===== src/rtl/mbrs_pkg.sv =====
`default_nettype none

package mbrs_pkg;

    // Store geometry and read limit
    localparam int STORE_DEPTH    = 1024;
    localparam int MAX_READ_WORDS = 64;
    localparam int ADDR_W         = (STORE_DEPTH > 1) ? $clog2(STORE_DEPTH) : 1;
    localparam int CLR_W          = ADDR_W + 1;
    localparam int QTY_W          = $clog2(MAX_READ_WORDS + 1);
    localparam bit DEPTH_POW2     = ((STORE_DEPTH & (STORE_DEPTH - 1)) == 0);
    localparam int RED_STEPS      = 17 - ADDR_W;

    // Command queue between front and back, result queue at the output
    localparam int CQ_DEPTH = 2;
    localparam int CQ_PTR_W = $clog2(CQ_DEPTH);
    localparam int CQ_CNT_W = $clog2(CQ_DEPTH + 1);
    localparam int OQ_DEPTH = 4;
    localparam int OQ_PTR_W = $clog2(OQ_DEPTH);
    localparam int OQ_CNT_W = $clog2(OQ_DEPTH + 1);

    // Function codes
    localparam logic [7:0] FN_READ_HOLDING = 8'h03;
    localparam logic [7:0] FN_READ_INPUT   = 8'h04;
    localparam logic [7:0] FN_WRITE_SINGLE = 8'h06;

    // Result status codes
    localparam logic [1:0] ST_OK           = 2'd0;
    localparam logic [1:0] ST_BAD_FUNCTION = 2'd1;
    localparam logic [1:0] ST_BAD_VALUE    = 2'd2;

    // Command kinds after classification
    localparam logic [1:0] K_READ  = 2'd0;
    localparam logic [1:0] K_WRITE = 2'd1;
    localparam logic [1:0] K_REPLY = 2'd2;

    typedef struct packed {
        logic [7:0]  unit_address;
        logic [7:0]  function_code;
        logic [15:0] start_address;
        logic [15:0] quantity;
        logic [7:0]  data_count;
        logic [7:0]  data_high;
        logic [7:0]  data_low;
    } t_req;

    typedef struct packed {
        logic [7:0]  unit_echo;
        logic [7:0]  function_echo;
        logic [1:0]  status;
        logic        word_valid;
        logic [15:0] data_word;
        logic        last;
    } t_rsp;

    typedef struct packed {
        logic [1:0]        kind;
        logic [7:0]        unit;
        logic [7:0]        fn;
        logic [1:0]        status;
        logic [15:0]       a16;
        logic [ADDR_W-1:0] idx;
        logic [QTY_W-1:0]  qty;
        logic [15:0]       word;
    } t_cmd;

    // Reduce a 16-bit register address to a store index
    function automatic logic [ADDR_W-1:0] store_index(input logic [15:0] addr);
        logic [16:0] r;
        r = {1'b0, addr};
        if (!DEPTH_POW2) begin
            for (int k = RED_STEPS - 1; k >= 0; k--) begin
                if (r >= (17'(STORE_DEPTH) << k)) begin
                    r = r - (17'(STORE_DEPTH) << k);
                end
            end
        end
        return r[ADDR_W-1:0];
    endfunction

endpackage

`default_nettype wire


===== src/rtl/mbrs_front.sv =====
`default_nettype none

module mbrs_front import mbrs_pkg::*; (
    input  wire logic i_clk,
    input  wire logic i_rst_n,
    input  wire logic i_push,
    input  wire t_req i_req,
    input  wire logic i_hold,
    output logic      o_full,
    output logic      o_cmd_valid,
    output t_cmd      o_cmd,
    input  wire logic i_cmd_pop
);

    t_cmd                r_q [CQ_DEPTH];
    logic [CQ_PTR_W-1:0] r_wp;
    logic [CQ_PTR_W-1:0] r_rp;
    logic [CQ_CNT_W-1:0] r_cnt;
    logic [CQ_CNT_W-1:0] n_cnt;
    t_cmd                cls;
    logic                wr;
    logic                rd;

    // Classify the request into a command for the back end
    always_comb begin
        cls        = '0;
        cls.unit   = i_req.unit_address;
        cls.fn     = i_req.function_code;
        cls.a16    = i_req.start_address;
        cls.idx    = store_index(i_req.start_address);
        cls.kind   = K_REPLY;
        cls.status = ST_OK;
        unique case (i_req.function_code) inside
            FN_READ_HOLDING, FN_READ_INPUT: begin
                if (i_req.quantity > 16'(MAX_READ_WORDS)) begin
                    cls.status = ST_BAD_VALUE;
                end else if (i_req.quantity != 16'd0) begin
                    cls.kind = K_READ;
                    cls.qty  = i_req.quantity[QTY_W-1:0];
                end
            end
            FN_WRITE_SINGLE: begin
                if (i_req.data_count >= 8'd2) begin
                    cls.kind = K_WRITE;
                    cls.word = {i_req.data_high, i_req.data_low};
                end else begin
                    cls.status = ST_BAD_VALUE;
                end
            end
            default: begin
                cls.status = ST_BAD_FUNCTION;
            end
        endcase
    end

    assign o_full      = (r_cnt == CQ_CNT_W'(CQ_DEPTH)) || i_hold;
    assign wr          = i_push && !o_full;
    assign rd          = i_cmd_pop && o_cmd_valid;
    assign o_cmd_valid = (r_cnt != '0);
    assign o_cmd       = r_q[r_rp];

    always_comb begin
        n_cnt = r_cnt;
        if (wr && !rd) begin
            n_cnt = r_cnt + CQ_CNT_W'(1);
        end else if (rd && !wr) begin
            n_cnt = r_cnt - CQ_CNT_W'(1);
        end
    end

    always_ff @(posedge i_clk) begin
        if (!i_rst_n) begin
            r_wp  <= '0;
            r_rp  <= '0;
            r_cnt <= '0;
        end else begin
            r_cnt <= n_cnt;
            if (wr) begin
                r_wp <= r_wp + CQ_PTR_W'(1);
            end
            if (rd) begin
                r_rp <= r_rp + CQ_PTR_W'(1);
            end
        end
    end

    always_ff @(posedge i_clk) begin
        if (wr) begin
            r_q[r_wp] <= cls;
        end
    end

endmodule

`default_nettype wire


===== config.mk =====
export PLATFORM = sky130hd
export DESIGN_NAME = mbrs_front
export DESIGN_NICKNAME = d
export VERILOG_FILES = /design/src/rtl/mbrs_pkg.sv /design/src/rtl/mbrs_front.sv
export SDC_FILE = /design/constraint.sdc
export NUM_CORES = 1
export LEC_CHECK = 0
export ABC_AREA = 1
export BUFFER_PORTS_ARGS = -buffer_cell sky130_fd_sc_hd__buf_2
export CORE_UTILIZATION = 35
export CTS_CLUSTER_DIAMETER = 120
export DETAILED_ROUTE_END_ITERATION = 10
export HOLD_SLACK_MARGIN = 0.15
export PLACE_DENSITY = 0.65
export SETUP_SLACK_MARGIN = 0.05
export SLEW_MARGIN = 30
export SYNTH_ARGS = -nofsm -noshare
export SYNTH_HDL_FRONTEND = slang
export SYNTH_SLANG_ARGS = --single-unit

===== constraint.sdc =====
create_clock -name i_clk -period 4.6 [get_ports i_clk]
set_input_delay 0.46 -clock i_clk [delete_from_list [all_inputs] [get_ports i_clk]]
set_output_delay 0.46 -clock i_clk [all_outputs]
set_load 0.005 [all_outputs]

==> results.toml, run 1 <==
[global_routing]
grt_max_degree = 41
grt_pass1_wl_mm = 14.8
grt_pass1_vias = 3119
antenna_found_initial = 0
grt_overflow = 0
track_usage = 0.138

[floorplan]
dieArea_sq_um = 14900
start_util = 0.361
core_area_sq_um = 13900
dieHeight_microns = 122
ios = 148
die_w_microns = 122
row_count = 43

[finish]
nets = 561
syn2layout_area_growth_pct = 29.8
n_fill_cell = 1248
layout-drive-gt1-share = 0.514
n_antenna_cell = 0
design_area_sq_um = 6530

[place]
preCtsSetupSlack_ns = 2.10
placedInstanceArea_sq_um = 5890
dpl.hpwl_mm = 6.46
port_buffers = 146
globalplace.congestion = 0.742

[run_status]
status = "finished clean"

[power_and_ir_drop]
total_power_mw = 3.11
p_sw_frac = 0.213
leakage_nw = 2.64
p_sw_mw = 0.661
pwr-share-clk = 0.448
p_int_mw = 2.45
ir_worst_vdd_mv = 0.210
combPwrFrac = 0.121
p_per_area_nw_per_um2 = 476
seqPwrFrac = 0.431

[detailed_routing]
firstDrtPassIters = 4
post_drt_wl_per_cell_microns = 14.1
ant_nets = 0
drt-total-wl_mm = 9.55
vias_per_cell = 4.46
drt_iter0_drc = 125
route.detailed.drc = 0
vias = 3018

[timing]
skew_ns = 0.00734
hold_viol = 0
min_period_over_period = 0.540
finalSetupViolations = 0
timing.fmax_ghz = 0.403
relSlewSlack = 0.546
rsz0062_at_grt = "no"
slew_viol_final = 0
tightest_slew_ns = 0.678
fin_crit_ns = 2.48
fin_setup_tns_ns = 0
setup_slack_ns = 2.12

[yosys]
synthAdderAreaFrac = 0.00249
syn_nets = 411
synth_compound_area_frac = 0.0142
syn_area_per_cell_sq_um = 15.1
synth_simple_gate_area_frac = 0.0734
synth_top_family_by_area = "multiplexers"
async_flop_share = 0
synth_xor_area_frac = 0
yosys.area.top_type_share = 0.704
synth_common_cells = "edfxtp_1 (118), mux2_2 (58), inv_1 (35), nand2_1 (33), nor2_1 (32)"
yosys.cell_types.count = 22
synth_area_sq_um = 5030
syn_inst = 333
ys_ff_latch = 123
yosysWarnings = 0
yosys.area.top_type = "edfxtp_1"
seq_area_frac_synth = 0.724
yosysMostFrequentCell = "edfxtp_1"
ys.flop_type = "edfxtp_1"
synth_edf_count = 118
synth_area_leaders = "edfxtp_1 (70%), mux2_2 (13%), inv_1 (2.6%), nand2_1 (2.5%), nor2_1 (2.4%)"
muxShareOfSynthArea = 0.132

[clocking]
cts_setup_buffers = 0
cts_buffer_depth = 2
insertion_delay_ns = 0.41
tritoncts = "built"
cts.repair.resized = 0
numCtsBuffers = 17
clkTransAtPathRegs_ns = 0.05
postCtsHoldBufs = 0
root_buffer = "clkbuf_16"
h-tree-depth = 4
cts.sink_count = 123

[critical_path]
r2r-start = "r_cnt[0]"
rrSetupSlack_ns = 2.30
startpoint_type = "register"
critPathArrivalTime_ns = 2.02
critical_path_class = "register to output port"
worst_setup_path_end_kind = "output port"
path_max_fanout = 40
worst-endpoint-required_ns = 4.14

[min_path]
hp-start = "i_req[65]"
hold_class = "input pin to register"

[job]
cap_violations = 0
power groups by stage:
stage	logic, mW	clock network [mW]	registers [mW]
floorplan	0.260	0	1.33
global placement	0.375	0	1.36
detailed placement	0.382	0	1.36
CTS	0.385	1.42	1.34
global route	0.419	1.47	1.35
finish	0.377	1.39	1.34
flip-flops by register name, indices dropped and copies added, names as in the netlist, named ones only:
register	flops
r_rp	1
r_cnt	2
r_wp	1
r_q	118
area by class of cell:
| class | instances | area [sq um] | share of cell area |
|---|---|---|---|
| flip-flops and latches | 123 | 3650 | 0.559 |
| clock inverters | 6 | 105 | 0.0161 |
| clock buffers | 26 | 529 | 0.0811 |
| well taps | 180 | 225 | 0.0345 |
| multi-input cells | 156 | 1130 | 0.173 |
| inverters | 36 | 135 | 0.0207 |
| repair buffers | 149 | 753 | 0.115 |
worst max-delay path, stage by stage (launching register included):
cell and delay, ns:
dfxtp_4 0.70, buf_4 0.39, mux2_2 0.38, buf_2 0.13
kinds of logic (layout without fill, tap and decap cells):
| family | after synthesis | count (layout) |
|---|---|---|
| compound gates | 12 | 12 |
| fa+ha+maj | 1 | 1 |
| buf+inv | 54 | 217 |
| flops | 123 | 123 |
| mux | 59 | 59 |
| simple gates | 84 | 84 |
layer usage:
layer | wire [microns] | vias up | global-route usage
met5 | 0 | - | 0
met4 | 209 | 0 | 0.0764
met3 | 636 | 19 | 0.0496
met1 | 3770 | 1423 | 0.140
li1 | - | 1459 | -
met2 | 4940 | 117 | 0.244
cell usage in the layout (no fill, tap or decap), types with 4 or more instances in the layout:
cell       Yosys  final
nand2_1       33     33
inv_1         35     35
clkbuf_8       0      7
nor2_1        32     30
clkbuf_16      0     17
buf_2          5    146
o21ai_0        4      4
edfxtp_1     118    118
nor2_4         2      4
a21oi_1        6      6
mux2_2        58     58
dfxtp_1        5      4
nor2_2        10     10
path summary, 6_finish.rpt:
check | end | cells after the start
worst max-delay path | o_cmd[14] | 3
worst min-delay path | r_q[1][60] | 1
worst max register to register | r_q[1][51] | 5
worst min register to register | register | 2
per-stage QoR:
step / util / cells / hold slack (ns)
global placement: 0.423 / 644 / 0.454
floorplan: - / 333 / 0.447
finish: 0.468 / 676 / 0.238
detailed placement: 0.423 / 644 / 0.480
CTS: 0.468 / 676 / 0.216
global route: 0.468 / 676 / 0.213
(Power assumes the default switching activity.)
==> run 2, diff against run 1 <==
==> constraint.sdc (replaced) <==
create_clock -name i_clk -period 2.35 [get_ports i_clk]
set_input_delay 0.235 -clock i_clk [delete_from_list [all_inputs] [get_ports i_clk]]
set_output_delay 0.235 -clock i_clk [all_outputs]
set_load 0.005 [all_outputs]
==> run 2 against run 1 <==
Total power is 87% higher. Register-to-register slack worse by 1.7 ns. Combinational power increased by 130%. Clock-buffer cell count decreased by 4.
==> results.toml, run 2 (synthesis results as in run 1) <==
[run_status]
status = "finished clean"

[power_and_ir_drop]
pwr-share-clk = 0.412
leakage_nw = 2.76
combPwrFrac = 0.147
ir_worst_vdd_mv = 0.424
total_power_mw = 5.80
p_per_area_nw_per_um2 = 848
p_sw_mw = 1.28
p_sw_frac = 0.221
p_int_mw = 4.52
seqPwrFrac = 0.441

[timing]
relSlewSlack = 0.693
min_period_over_period = 0.809
rsz0062_at_grt = "no"
fin_crit_ns = 1.90
hold_viol = 0
setup_slack_ns = 0.448
finalSetupViolations = 0
whs_ns = 0.170
tightest_slew_ns = 0.461
slew_viol_final = 0
skew_ns = 0.00850
timing.fmax_ghz = 0.526

[place]
placedInstanceArea_sq_um = 5930
globalplace.congestion = 0.723
preCtsSetupSlack_ns = 0.609
port_buffers = 146
dpl.hpwl_mm = 5.83

[finish]
nets = 600
regMostFlops = "r_q"
reg_top3 = "r_q x118, r_cnt x2"
syn2layout_area_growth_pct = 36.1
layout_commonest_cell = "buf_2"
n_antenna_cell = 0
layout-drive-gt1-share = 0.471
multi_input_area_sq_um = 1130
final_cell_mix = "buf_2 (146), edfxtp_1 (118), mux2_2 (58)"
n_fill_cell = 1258
design_area_sq_um = 6850
largest_register_ffs = 118
seqCellArea_sq_um = 3640

[critical_path]
path_max_fanout = 33
worst-endpoint-required_ns = 2.12
critical_path_class = "register to output port"
worst_path_largest_cell_delay_ns = 0.40
worstPathCellList = "buf_4 > mux2_2 > buf_2"
worst_setup_path_end_kind = "output port"
critPathArrivalTime_ns = 1.67
critPathSlowestCell = "mux2_2"
startpoint_type = "register"
rrSetupSlack_ns = 0.60

[floorplan]
die_w_microns = 122
row_count = 43
ios = 148
dieHeight_microns = 122
core_area_sq_um = 13900
dieArea_sq_um = 14900
start_util = 0.361

[clocking]
tritoncts = "built"
insertion_delay_ns = 0.41
cts_buffer_depth = 2
cts.repair.resized = 0
h-tree-depth = 4
cts.sink_count = 123
numCtsBuffers = 17
clkTransAtPathRegs_ns = 0.05
root_buffer = "clkbuf_16"

[global_routing]
grt_pass1_wl_mm = 14.8
track_usage = 0.136
grt_overflow = 0
grt_max_degree = 60
grt_pass1_vias = 3218
antenna_found_initial = 0

[detailed_routing]
vias_per_cell = 4.44
drt-total-wl_mm = 9.44
firstDrtPassIters = 4
post_drt_wl_per_cell_microns = 13.2
vias = 3177
ant_nets = 0
drt_iter0_drc = 111
route.detailed.drc = 0

[min_path]
hold_class = "input pin to register"

[job]
cap_violations = 0
-- run 2: final timing paths --
kind	startpoint	end	depth (start not counted)
worst max-delay path	register	o_cmd[37]	3
worst min-delay path	i_req[13]	r_q[1][13]	3
worst max register to register	r_cnt[0]	r_cnt[1]	9
worst min register to register	r_rp	r_rp	2
-- run 2: power by group through the flow --
stage / Sequential [mW] / Combinational (mW) / Clock (mW)
final: 2.56 / 0.852 / 2.39
after global routing: 2.57 / 0.945 / 2.53
after CTS: 2.56 / 0.872 / 2.45
after detailed placement: 2.60 / 0.821 / 0
after global placement: 2.60 / 0.802 / 0
after floorplan: 2.60 / 0.510 / 0
-- run 2: cell type report --
type,count,share of cell area
repair buffers,188,0.170
inverters,36,0.0197
well taps,180,0.0329
multi-input cells,156,0.165
clock inverters,10,0.0146
clock buffers,22,0.0649
flip-flops and latches,123,0.532
-- run 2: stage by stage --
step / util / TNS [ns] / cells
floorplan: - / -25.53 / 333
global route: 0.491 / 0 / 715
finish: 0.491 / 0 / 715
global placement: 0.426 / 0 / 646
detailed placement: 0.426 / 0 / 646
CTS: 0.491 / 0 / 715
-- run 2: routing by layer --
metal	global-route usage	wire (microns)
met5	0	0
met4	0.0679	182
met3	0.0538	566
met2	0.225	4780
met1	0.150	3910
-- run 2: critical path, delay by kind of cell (launching register included) --
| family | cells | cell delay, ns |
|---|---|---|
| buffers and inverters | 2 | 0.52 |
| multiplexers | 1 | 0.40 |
| flip-flops | 1 | 0.32 |
-- run 2: timing repair --
action	4_1_cts	5_1_grt
hold buffers	37	0
endpoints found under the hold margin	76	0
buffers inserted	0	0
